**config.mk**
```make
export PLATFORM = sky130hd
export DESIGN_NAME = binary_heap_key_engine
export DESIGN_NICKNAME = d
export VERILOG_FILES = /design/src/sv/bhke_pkg.sv /design/src/sv/binary_heap_key_engine.sv
export SDC_FILE = /design/constraint.sdc
export NUM_CORES = 2
export LEC_CHECK = 0
export ABC_AREA = 0
export BUFFER_PORTS_ARGS = -buffer_cell sky130_fd_sc_hd__buf_2
export CORE_MARGIN = 2
export CORE_UTILIZATION = 50
export DETAILED_ROUTE_END_ITERATION = 10
export PLACE_DENSITY_LB_ADDON = 0.2
export SLEW_MARGIN = 15
export SYNTH_ARGS = -nofsm -noshare
export SYNTH_HDL_FRONTEND = slang
export SYNTH_SLANG_ARGS = --single-unit
```
**constraint.sdc**
```tcl
create_clock -name i_clk -period 19.84 [get_ports i_clk]
set_input_delay 3.968 -clock i_clk [delete_from_list [all_inputs] [get_ports i_clk]]
set_output_delay 3.968 -clock i_clk [all_outputs]
set_load 0.05 [all_outputs]
```
**src/sv/bhke_pkg.sv**
```systemverilog
// Package: payload types and constants for the binary heap key engine.
package bhke_pkg;

    localparam int CAPACITY_DEF = 64;
    localparam int KEY_BITS_DEF = 64;

    typedef enum logic [3:0] {
        CMD_APPEND     = 4'd0,
        CMD_READOUT    = 4'd1,
        CMD_RESTART    = 4'd2,
        CMD_LENGTH     = 4'd3,
        CMD_BUILD_MAX  = 4'd4,
        CMD_BUILD_MIN  = 4'd5,
        CMD_SORT_MAX   = 4'd6,
        CMD_SORT_MIN   = 4'd7,
        CMD_PEEK_MAX   = 4'd8,
        CMD_PEEK_MIN   = 4'd9,
        CMD_INSERT_MAX = 4'd10,
        CMD_INSERT_MIN = 4'd11,
        CMD_CHECK_MIN  = 4'd12,
        CMD_CHECK_MAX  = 4'd13,
        CMD_DELETE_MAX = 4'd14,
        CMD_DELETE_MIN = 4'd15
    } t_cmd;

    localparam logic [1:0] ST_OK    = 2'd0;
    localparam logic [1:0] ST_FULL  = 2'd1;
    localparam logic [1:0] ST_EMPTY = 2'd2;

    typedef struct packed {
        logic [3:0]  command;
        logic [63:0] key;
    } t_in;

    typedef struct packed {
        logic [63:0] key_out;
        logic        key_valid;
        logic        heap_ok;
        logic [6:0]  length_out;
        logic [1:0]  status;
        logic        last;
    } t_out;

endpackage

```
**src/sv/binary_heap_key_engine.sv**
```systemverilog
// Top level: heap store in one synchronous memory with a sequencer for sift, sort and check.
//
// One command is taken at a time, and the next is accepted only after the last result beat of
// the current one has left. Readout reads the entries one at a time with one beat per entry,
// and a check compares one child-parent pair at a time. Build, sort, insert, delete and peek
// run through one memory read port. A sift-down level that swaps reads parent, left and right,
// compares left, compares right, then writes parent and child; a level that stops ends at the
// reads when the parent has no child, or after the compares. An insert runs a full build, a
// delete runs two builds, and a peek runs a full sort. Output stalls hold the sequencer at its
// result beat. The memory port sets the rate.
module binary_heap_key_engine #(
    parameter int CAPACITY = bhke_pkg::CAPACITY_DEF,
    parameter int KEY_BITS = bhke_pkg::KEY_BITS_DEF
) (
    input  logic           i_clk,
    input  logic           i_rst_n,
    input  logic           i_valid,
    output logic           o_ready,
    input  bhke_pkg::t_in  i_data,
    output logic           o_valid,
    input  logic           i_ready,
    output bhke_pkg::t_out o_data
);
    import bhke_pkg::*;

    localparam int AW = $clog2(CAPACITY);
    localparam int CW = $clog2(CAPACITY + 1);
    localparam int IW = AW + 2;

    typedef enum logic [4:0] {
        S_IDLE, S_BUILD_INIT, S_SIFT_START, S_RD_P, S_RD_L, S_RD_R, S_CMP, S_CMP_R,
        S_WR_P, S_WR_C, S_PHASE_DONE, S_SORT_RD0, S_SORT_RDL, S_SORT_WR0,
        S_SORT_WRL, S_PEEK_RD, S_PEEK_WAIT, S_DEL_RD, S_DEL_WAIT, S_DEL_WR,
        S_CHK_RDC, S_CHK_RDP, S_CHK_CMP, S_CHK_EVAL, S_RO_RD, S_RO_WAIT, S_RO_EMIT, S_OUT
    } t_state;

    typedef enum logic [1:0] {
        J_BUILD, J_SORT, J_PEEK, J_DELETE
    } t_job;

    logic [KEY_BITS-1:0] r_mem [CAPACITY];
    logic [KEY_BITS-1:0] r_rdata;
    logic [AW-1:0]       w_raddr;
    logic [AW-1:0]       w_waddr;
    logic [KEY_BITS-1:0] w_wdata;
    logic                w_we;

    t_state              r_state;
    t_job                r_job;
    logic                r_max;
    logic                r_del2;
    logic [CW-1:0]       r_cnt;
    logic [6:0]          r_len;
    logic [CW-1:0]       r_n;
    logic [IW-1:0]       r_bi;
    logic [IW-1:0]       r_i;
    logic [IW-1:0]       r_best;
    logic [KEY_BITS-1:0] r_kp;
    logic [KEY_BITS-1:0] r_kb;
    logic [CW-1:0]       r_size;
    logic [CW-1:0]       r_j;
    logic [AW-1:0]       r_ra;
    logic                r_ovalid;
    t_out                r_out;
    t_out                n_out;
    logic                w_room;
    logic                w_emit;

    always_ff @(posedge i_clk) begin
        if (w_we) begin
            r_mem[w_waddr] <= w_wdata;
        end
        r_rdata <= r_mem[w_raddr];
    end

    function automatic logic prec(input logic [KEY_BITS-1:0] a, input logic [KEY_BITS-1:0] b,
                                  input logic mx);
        return mx ? (a > b) : (a < b);
    endfunction

    logic [IW-1:0] w_l;
    logic [IW-1:0] w_r;
    assign w_l = IW'({r_i, 1'b1});
    assign w_r = IW'({r_i, 1'b0}) + IW'(2);

    assign o_ready = (r_state == S_IDLE) && !r_ovalid;
    assign o_valid = r_ovalid;
    assign o_data  = r_out;

    assign w_room = !r_ovalid || i_ready;
    assign w_emit = w_room && (r_state == S_OUT || r_state == S_RO_EMIT);

    always_comb begin
        n_out = '{key_out: '0, key_valid: 1'b0, heap_ok: 1'b0,
                  length_out: r_len, status: ST_OK, last: 1'b1};
        case (t_cmd'(i_data.command))
            CMD_APPEND: begin
                if (r_cnt >= CW'(CAPACITY)) n_out.status = ST_FULL;
            end
            CMD_RESTART: n_out.length_out = '0;
            CMD_BUILD_MAX, CMD_BUILD_MIN, CMD_SORT_MAX, CMD_SORT_MIN: begin
                n_out.length_out = 7'(r_cnt);
            end
            CMD_PEEK_MAX, CMD_PEEK_MIN: begin
                if (r_cnt == '0) n_out.status = ST_EMPTY;
            end
            CMD_INSERT_MAX, CMD_INSERT_MIN: begin
                if (r_cnt >= CW'(CAPACITY)) n_out.status = ST_FULL;
                else n_out.length_out = 7'(r_cnt + CW'(1));
            end
            CMD_CHECK_MIN, CMD_CHECK_MAX: n_out.heap_ok = (r_cnt <= CW'(1));
            CMD_DELETE_MAX, CMD_DELETE_MIN: begin
                if (r_cnt == '0) n_out.status = ST_EMPTY;
                else if (r_len != '0) n_out.length_out = r_len - 7'd1;
            end
            default: ;
        endcase
    end

    always_comb begin
        w_raddr = r_ra;
        w_we    = 1'b0;
        w_waddr = AW'(0);
        w_wdata = r_kb;
        case (r_state)
            S_IDLE: begin
                w_we    = i_valid && o_ready && r_cnt < CW'(CAPACITY) &&
                          (i_data.command == CMD_APPEND || i_data.command == CMD_INSERT_MAX ||
                           i_data.command == CMD_INSERT_MIN);
                w_waddr = r_cnt[AW-1:0];
                w_wdata = i_data.key[KEY_BITS-1:0];
            end
            S_WR_P: begin
                w_we    = 1'b1;
                w_waddr = r_i[AW-1:0];
                w_wdata = r_kb;
            end
            S_WR_C: begin
                w_we    = 1'b1;
                w_waddr = r_best[AW-1:0];
                w_wdata = r_kp;
            end
            S_SORT_WR0: begin
                w_we    = 1'b1;
                w_waddr = AW'(0);
                w_wdata = r_rdata;
            end
            S_SORT_WRL: begin
                w_we    = 1'b1;
                w_waddr = AW'(r_size - CW'(1));
                w_wdata = r_kp;
            end
            S_DEL_WR: begin
                w_we    = 1'b1;
                w_waddr = AW'(0);
                w_wdata = r_kb;
            end
            default: ;
        endcase
    end

    always_ff @(posedge i_clk) begin
        if (!i_rst_n) begin
            r_state  <= S_IDLE;
            r_cnt    <= '0;
            r_len    <= '0;
            r_ovalid <= 1'b0;
            r_job    <= J_BUILD;
            r_max    <= 1'b0;
            r_del2   <= 1'b0;
        end else begin
            r_ovalid <= w_emit || (r_ovalid && !i_ready);
            case (r_state)
                S_IDLE: begin
                    if (i_valid && o_ready) begin
                        r_out  <= n_out;
                        r_max  <= (i_data.command == CMD_CHECK_MIN ||
                                   i_data.command == CMD_CHECK_MAX) ?
                                  i_data.command[0] : !i_data.command[0];
                        r_del2 <= 1'b0;
                        case (t_cmd'(i_data.command))
                            CMD_APPEND: begin
                                if (r_cnt < CW'(CAPACITY)) r_cnt <= r_cnt + CW'(1);
                                r_state <= S_OUT;
                            end
                            CMD_READOUT: begin
                                r_j     <= '0;
                                r_state <= (r_cnt == '0) ? S_OUT : S_RO_RD;
                            end
                            CMD_RESTART: begin
                                r_cnt <= '0;
                                r_len <= '0;
                                r_state <= S_OUT;
                            end
                            CMD_LENGTH: r_state <= S_OUT;
                            CMD_BUILD_MAX, CMD_BUILD_MIN, CMD_SORT_MAX, CMD_SORT_MIN: begin
                                r_job   <= i_data.command[1] ? J_SORT : J_BUILD;
                                r_len   <= 7'(r_cnt);
                                r_n     <= r_cnt;
                                r_state <= S_BUILD_INIT;
                            end
                            CMD_PEEK_MAX, CMD_PEEK_MIN: begin
                                if (r_cnt == '0) begin
                                    r_state <= S_OUT;
                                end else begin
                                    r_job <= J_PEEK;
                                    r_n   <= r_cnt;
                                    r_state <= S_BUILD_INIT;
                                end
                            end
                            CMD_INSERT_MAX, CMD_INSERT_MIN: begin
                                if (r_cnt >= CW'(CAPACITY)) begin
                                    r_state <= S_OUT;
                                end else begin
                                    r_cnt <= r_cnt + CW'(1);
                                    r_n   <= r_cnt + CW'(1);
                                    r_len <= 7'(r_cnt + CW'(1));
                                    r_job <= J_BUILD;
                                    r_state <= S_BUILD_INIT;
                                end
                            end
                            CMD_CHECK_MIN, CMD_CHECK_MAX: begin
                                r_j   <= CW'(1);
                                r_state <= (r_cnt <= CW'(1)) ? S_OUT : S_CHK_RDC;
                            end
                            default: begin
                                if (r_cnt == '0) begin
                                    r_state <= S_OUT;
                                end else begin
                                    r_job <= J_DELETE;
                                    r_n   <= r_cnt;
                                    r_state <= S_BUILD_INIT;
                                    if (r_len != '0) begin
                                        r_len <= r_len - 7'd1;
                                    end
                                end
                            end
                        endcase
                    end
                end
                S_BUILD_INIT: begin
                    r_bi    <= IW'(r_n >> 1);
                    r_size  <= r_n;
                    r_state <= (r_n == '0) ? S_PHASE_DONE : S_SIFT_START;
                end
                S_SIFT_START: begin
                    r_i     <= r_bi;
                    r_state <= (r_bi < IW'(r_n)) ? S_RD_P : S_PHASE_DONE;
                end
                S_RD_P: begin
                    r_ra    <= r_i[AW-1:0];
                    r_state <= S_RD_L;
                end
                S_RD_L: begin
                    r_ra    <= w_l[AW-1:0];
                    r_state <= S_RD_R;
                end
                S_RD_R: begin
                    r_kp    <= r_rdata;
                    r_kb    <= r_rdata;
                    r_best  <= r_i;
                    r_ra    <= w_r[AW-1:0];
                    r_state <= (w_l >= IW'(r_n)) ? S_PHASE_DONE : S_CMP;
                end
                S_CMP: begin
                    if (prec(r_rdata, r_kb, r_max)) begin
                        r_kb   <= r_rdata;
                        r_best <= w_l;
                    end
                    r_state <= S_CMP_R;
                end
                S_CMP_R: begin
                    if (w_r < IW'(r_n) && prec(r_rdata, r_kb, r_max)) begin
                        r_kb    <= r_rdata;
                        r_best  <= w_r;
                        r_state <= S_WR_P;
                    end else if (r_best == r_i) begin
                        r_state <= S_PHASE_DONE;
                    end else begin
                        r_state <= S_WR_P;
                    end
                end
                S_WR_P: r_state <= S_WR_C;
                S_WR_C: begin
                    r_i     <= r_best;
                    r_state <= S_RD_P;
                end
                S_PHASE_DONE: begin
                    if (r_bi != '0) begin
                        r_bi    <= r_bi - IW'(1);
                        r_state <= S_SIFT_START;
                    end else if (r_job == J_DELETE && !r_del2) begin
                        r_ra    <= AW'(r_n - CW'(1));
                        r_state <= S_DEL_RD;
                    end else if ((r_job == J_SORT || r_job == J_PEEK) && r_size > CW'(1)) begin
                        r_ra    <= AW'(0);
                        r_state <= S_SORT_RD0;
                    end else if (r_job == J_PEEK) begin
                        r_ra    <= AW'(r_cnt - CW'(1));
                        r_state <= S_PEEK_RD;
                    end else begin
                        r_state <= S_OUT;
                    end
                end
                S_SORT_RD0: begin
                    r_ra    <= AW'(r_size - CW'(1));
                    r_state <= S_SORT_RDL;
                end
                S_SORT_RDL: begin
                    r_kp    <= r_rdata;
                    r_state <= S_SORT_WR0;
                end
                S_SORT_WR0: r_state <= S_SORT_WRL;
                S_SORT_WRL: begin
                    r_size  <= r_size - CW'(1);
                    r_n     <= r_size - CW'(1);
                    r_i     <= '0;
                    r_bi    <= '0;
                    r_state <= S_RD_P;
                end
                S_PEEK_RD:   r_state <= S_PEEK_WAIT;
                S_PEEK_WAIT: begin
                    r_out.key_out   <= 64'(r_rdata);
                    r_out.key_valid <= 1'b1;
                    r_state <= S_OUT;
                end
                S_DEL_RD:   r_state <= S_DEL_WAIT;
                S_DEL_WAIT: begin
                    r_kb    <= r_rdata;
                    r_state <= S_DEL_WR;
                end
                S_DEL_WR: begin
                    r_del2  <= 1'b1;
                    r_cnt   <= r_cnt - CW'(1);
                    r_n     <= r_n - CW'(1);
                    r_state <= S_BUILD_INIT;
                end
                S_CHK_RDC: begin
                    r_ra    <= AW'(r_j);
                    r_state <= S_CHK_RDP;
                end
                S_CHK_RDP: begin
                    r_ra    <= AW'((r_j - CW'(1)) >> 1);
                    r_state <= S_CHK_CMP;
                end
                S_CHK_CMP: begin
                    r_kp    <= r_rdata;
                    r_state <= S_CHK_EVAL;
                end
                S_CHK_EVAL: begin
                    if (prec(r_kp, r_rdata, r_max)) begin
                        r_state <= S_OUT;
                    end else if (r_j + CW'(1) >= r_cnt) begin
                        r_out.heap_ok <= 1'b1;
                        r_state <= S_OUT;
                    end else begin
                        r_j     <= r_j + CW'(1);
                        r_state <= S_CHK_RDC;
                    end
                end
                S_RO_RD: begin
                    r_ra    <= AW'(r_j);
                    r_state <= S_RO_WAIT;
                end
                S_RO_WAIT: r_state <= S_RO_EMIT;
                S_RO_EMIT: begin
                    if (w_room) begin
                        r_out.key_out   <= 64'(r_rdata);
                        r_out.key_valid <= 1'b1;
                        r_out.last      <= (r_j + CW'(1) == r_cnt);
                        if (r_j + CW'(1) == r_cnt) begin
                            r_state <= S_IDLE;
                        end else begin
                            r_j     <= r_j + CW'(1);
                            r_state <= S_RO_RD;
                        end
                    end
                end
                S_OUT: begin
                    if (w_room) begin
                        r_state <= S_IDLE;
                    end
                end
                default: r_state <= S_IDLE;
            endcase
        end
    end

endmodule

```
==> impl_metrics.env <==
export IMPL_outcome="complete, no violations"
export IMPL_dp_slack_ns=11.16
export IMPL_placed_cells=12360
export IMPL_design_core_area_um2=346500
export IMPL_grt_use_total_pct=25.89
export IMPL_drt_wl_total_um=460600
export IMPL_yosys_top_cells_area="edfxtp_1, mux4_2, ha_1"
export IMPL_path_clk_slew_ns=0.06
export IMPL_min_delay_path_depth=2
export IMPL_hold_viol_final=0
export IMPL_switching_share_pct=30.40
export IMPL_drt_initial_drc_count=13170
export IMPL_vias=85420
export IMPL_rsz0062_at_grt="no"
export IMPL_fp_row_count=216
export IMPL_die_w_um=594.3
export IMPL_slew_limit_headroom_pct=13.21
export IMPL_cts_tree="yes"
export IMPL_top_layer="met5"
export IMPL_synth_most_common_cell="edfxtp_1"
export IMPL_peakVddDrop_mv=0.1485
export IMPL_grt_pass1_wl_um=646700
export IMPL_cts_resized=0
export IMPL_io_pins=150
export IMPL_arrival_ns=8.26
export IMPL_power_mw=26.94
export IMPL_layout_drive_gt1_share_pct=29.34
export IMPL_synth_edf_count=4351
export IMPL_powerDensity_nw_per_um2=137.0
export IMPL_max_freq_mhz=130.0
export IMPL_post_cts_buffers=0
export IMPL_clockRootBuffer="clkbuf_16"
export IMPL_io_buffers=149
export IMPL_p_sw_mw=8.190
export IMPL_synth_flop_cell="edfxtp_1"
export IMPL_final_cells=13190
export IMPL_antenna_found_initial=46
export IMPL_hold_class="reg -> reg"
export IMPL_setup_viol=0
export IMPL_cts_sinks=4439
export IMPL_start_util_pct=50.28
export IMPL_wl_met1_um=183700
export IMPL_yosys_cell_types_count=70
export IMPL_seq_area_frac_synth_pct=76.01
export IMPL_layout_setup_ws_ns=12.15
export IMPL_wl_per_cell_um=34.91
export IMPL_fin_worst_skew_ns=0.06668
export IMPL_drtAntennaViolNets=0
export IMPL_crit_path_end_kind="flip-flop"
export IMPL_async_flop_share_pct=0
export IMPL_pwr_share_seq_pct=48.2
export IMPL_drc=0
export IMPL_fin_nets=8467
export IMPL_power_frac_comb_pct=21.5
export IMPL_ys_ff_latch=4439
export IMPL_worst_pin_slew_ns=1.299
export IMPL_fin_crit_sh_pct=38.76
export IMPL_fin_area_um2=196600
export IMPL_met2_length_um=219000
export IMPL_reg2reg_depth=8
export IMPL_cts_hold_buffers_added=0
export IMPL_syn_avg_cell_area_um2=22.43
export IMPL_viasPerCell=6.474
export IMPL_grt_overflow_total=0
export IMPL_criticalPathCategory="in -> reg"
export IMPL_place_congestion=0.9106
export IMPL_wl_met3_um=42890
export IMPL_postPlaceCellArea_um2=182500
export IMPL_syn_num_nets=8007
export IMPL_area_delta_synth_final_pct=12.85
export IMPL_clk_latency_ns=1.00
export IMPL_p_leak_nw=61.80
export IMPL_crit_path_max_fanout=31
export IMPL_critPathRequiredTime_ns=20.42
export IMPL_grt_max_degree=137
export IMPL_grt_pass1_vias=84690
export IMPL_utilization_pct=56.74
export IMPL_synthTopCellsByCount="edfxtp_1, mux4_2, clkbuf_1, nor2_1, a21oi_1"
export IMPL_holdWs_ns=0.5137
export IMPL_die_y_um=594.3
export IMPL_intPower_mw=18.75
export IMPL_dp_hpwl_um=275900
export IMPL_fin_setup_tns_ns=0
export IMPL_fin_crit_ns=7.689
export IMPL_yosys_warnings=0
export IMPL_cts_buffer_depth=4
export IMPL_clkPwrFrac_pct=30.3
export IMPL_synth_area_um2=174200
export IMPL_cts_buffers=444
export IMPL_synth_area_leader_cell="edfxtp_1"
export IMPL_startpoint_type="input port"
export IMPL_synthCells=7766
export IMPL_synth_top_cell_area_share_pct=75.00
export IMPL_die_area_um2=353100
export IMPL_firstDrtPassIters=7
export IMPL_htree_levels=5
export IMPL_maxSlewViolCount=0
export IMPL_max_cap_viol_count=0
[cell usage in the layout, fill, tap and decap left out, types with 11 or more instances in the layout]
cell type	synthesis	layout
nor2b_1	19	19
diode_2	0	28
clkbuf_1	253	115
a31oi_1	11	11
xor2_1	25	25
buf_4	17	265
a22oi_1	16	16
ha_1	169	169
o21ai_0	88	88
nor3_1	41	38
inv_1	168	168
clkinv_1	2	107
and3_1	12	12
nor2_1	253	188
o211ai_1	14	14
clkbuf_16	0	448
a222oi_1	64	64
a21o_1	17	17
a21oi_1	196	132
nand3_1	43	43
nand2b_1	15	13
o21a_1	14	14
nor2_4	0	65
clkinv_2	0	66
nor4_1	79	73
a21oi_4	0	64
dfxtp_1	88	87
nand4_1	35	35
mux4_2	1344	1344
edfxtp_1	4351	4351
bufinv_16	0	34
xnor2_1	31	31
buf_2	83	150
nand2_1	125	124
[power by group through the flow]
| stage | clock network [mW] | registers (mW) | logic, mW |
|---|---|---|---|
| final | 8.15 | 13.0 | 5.79 |
| after global routing | 8.62 | 13.0 | 6.07 |
| after CTS | 8.27 | 13.0 | 5.74 |
| after detailed placement | 0 | 13.2 | 5.74 |
| after global placement | 0 | 13.2 | 5.51 |
| after floorplan | 0 | 13.5 | 2.71 |
[registers in the layout, summed over array words and instances (netlist names)]
name and cells:
r_len 7, r_bi 8, r_state 5, r_i 8
r_cnt 7, r_del2 1, r_j 7, r_job 2
r_best 8, r_size 7, r_ra 6, r_n 7
o_valid 1, o_data 76, r_rdata 64, r_max 1
r_kb 64, r_kp 64, r_mem 4096
[kinds of logic after synthesis]
logic type,share of synthesized area (%)
compound gates,1.888
flops,76.01
buf+inv,1.363
fa+ha+maj,1.214
mux,17.44
xor+xnor,0.2816
simple gates,1.803
[area by class of cell]
| class | count | area, um2 |
|---|---|---|
| clock buffers | 570 | 11740 |
| diodes | 28 | 70.07 |
| flip-flops and latches | 4439 | 132400 |
| inverters | 170 | 638.1 |
| well taps | 4578 | 5728 |
| multi-input cells | 2745 | 40730 |
| fillers | 25110 | 149900 |
| repair buffers | 426 | 2975 |
| clock inverters | 238 | 2278 |
[metal layers]
metal / up-vias / global-route usage, %
met5: - / 0
met4: 2 / 8.093
met3: 627 / 4.897
met2: 4420 / 40.34
met1: 46300 / 37.48
li1: 34070 / -
[path summary, 6_finish.rpt]
kind                               from                      to  slack (ns)
setup / recovery             i_data[65]  r_mem[0][59]$_DFFE_PP_       12.15
hold / removal    r_job[1]$_SDFFE_PN0P_   r_job[1]$_SDFFE_PN0P_        0.51
setup reg to reg      r_ra[0]$_DFFE_PP_      r_rdata[0]$_DFF_P_       13.55
hold reg to reg   r_job[1]$_SDFFE_PN0P_   r_job[1]$_SDFFE_PN0P_        0.51
[critical path, stage by stage]
cell and delay (ns):
buf_2 0.20, nor3_1 0.25, a21oi_1 0.11, nor4_1 0.49
a311oi_1 0.27, nor3_1 0.33, nand2_1 0.76, nor2_4 0.68
buf_4 0.53, buf_4 0.61
No activity file was read; power rests on OpenSTA's default activity.
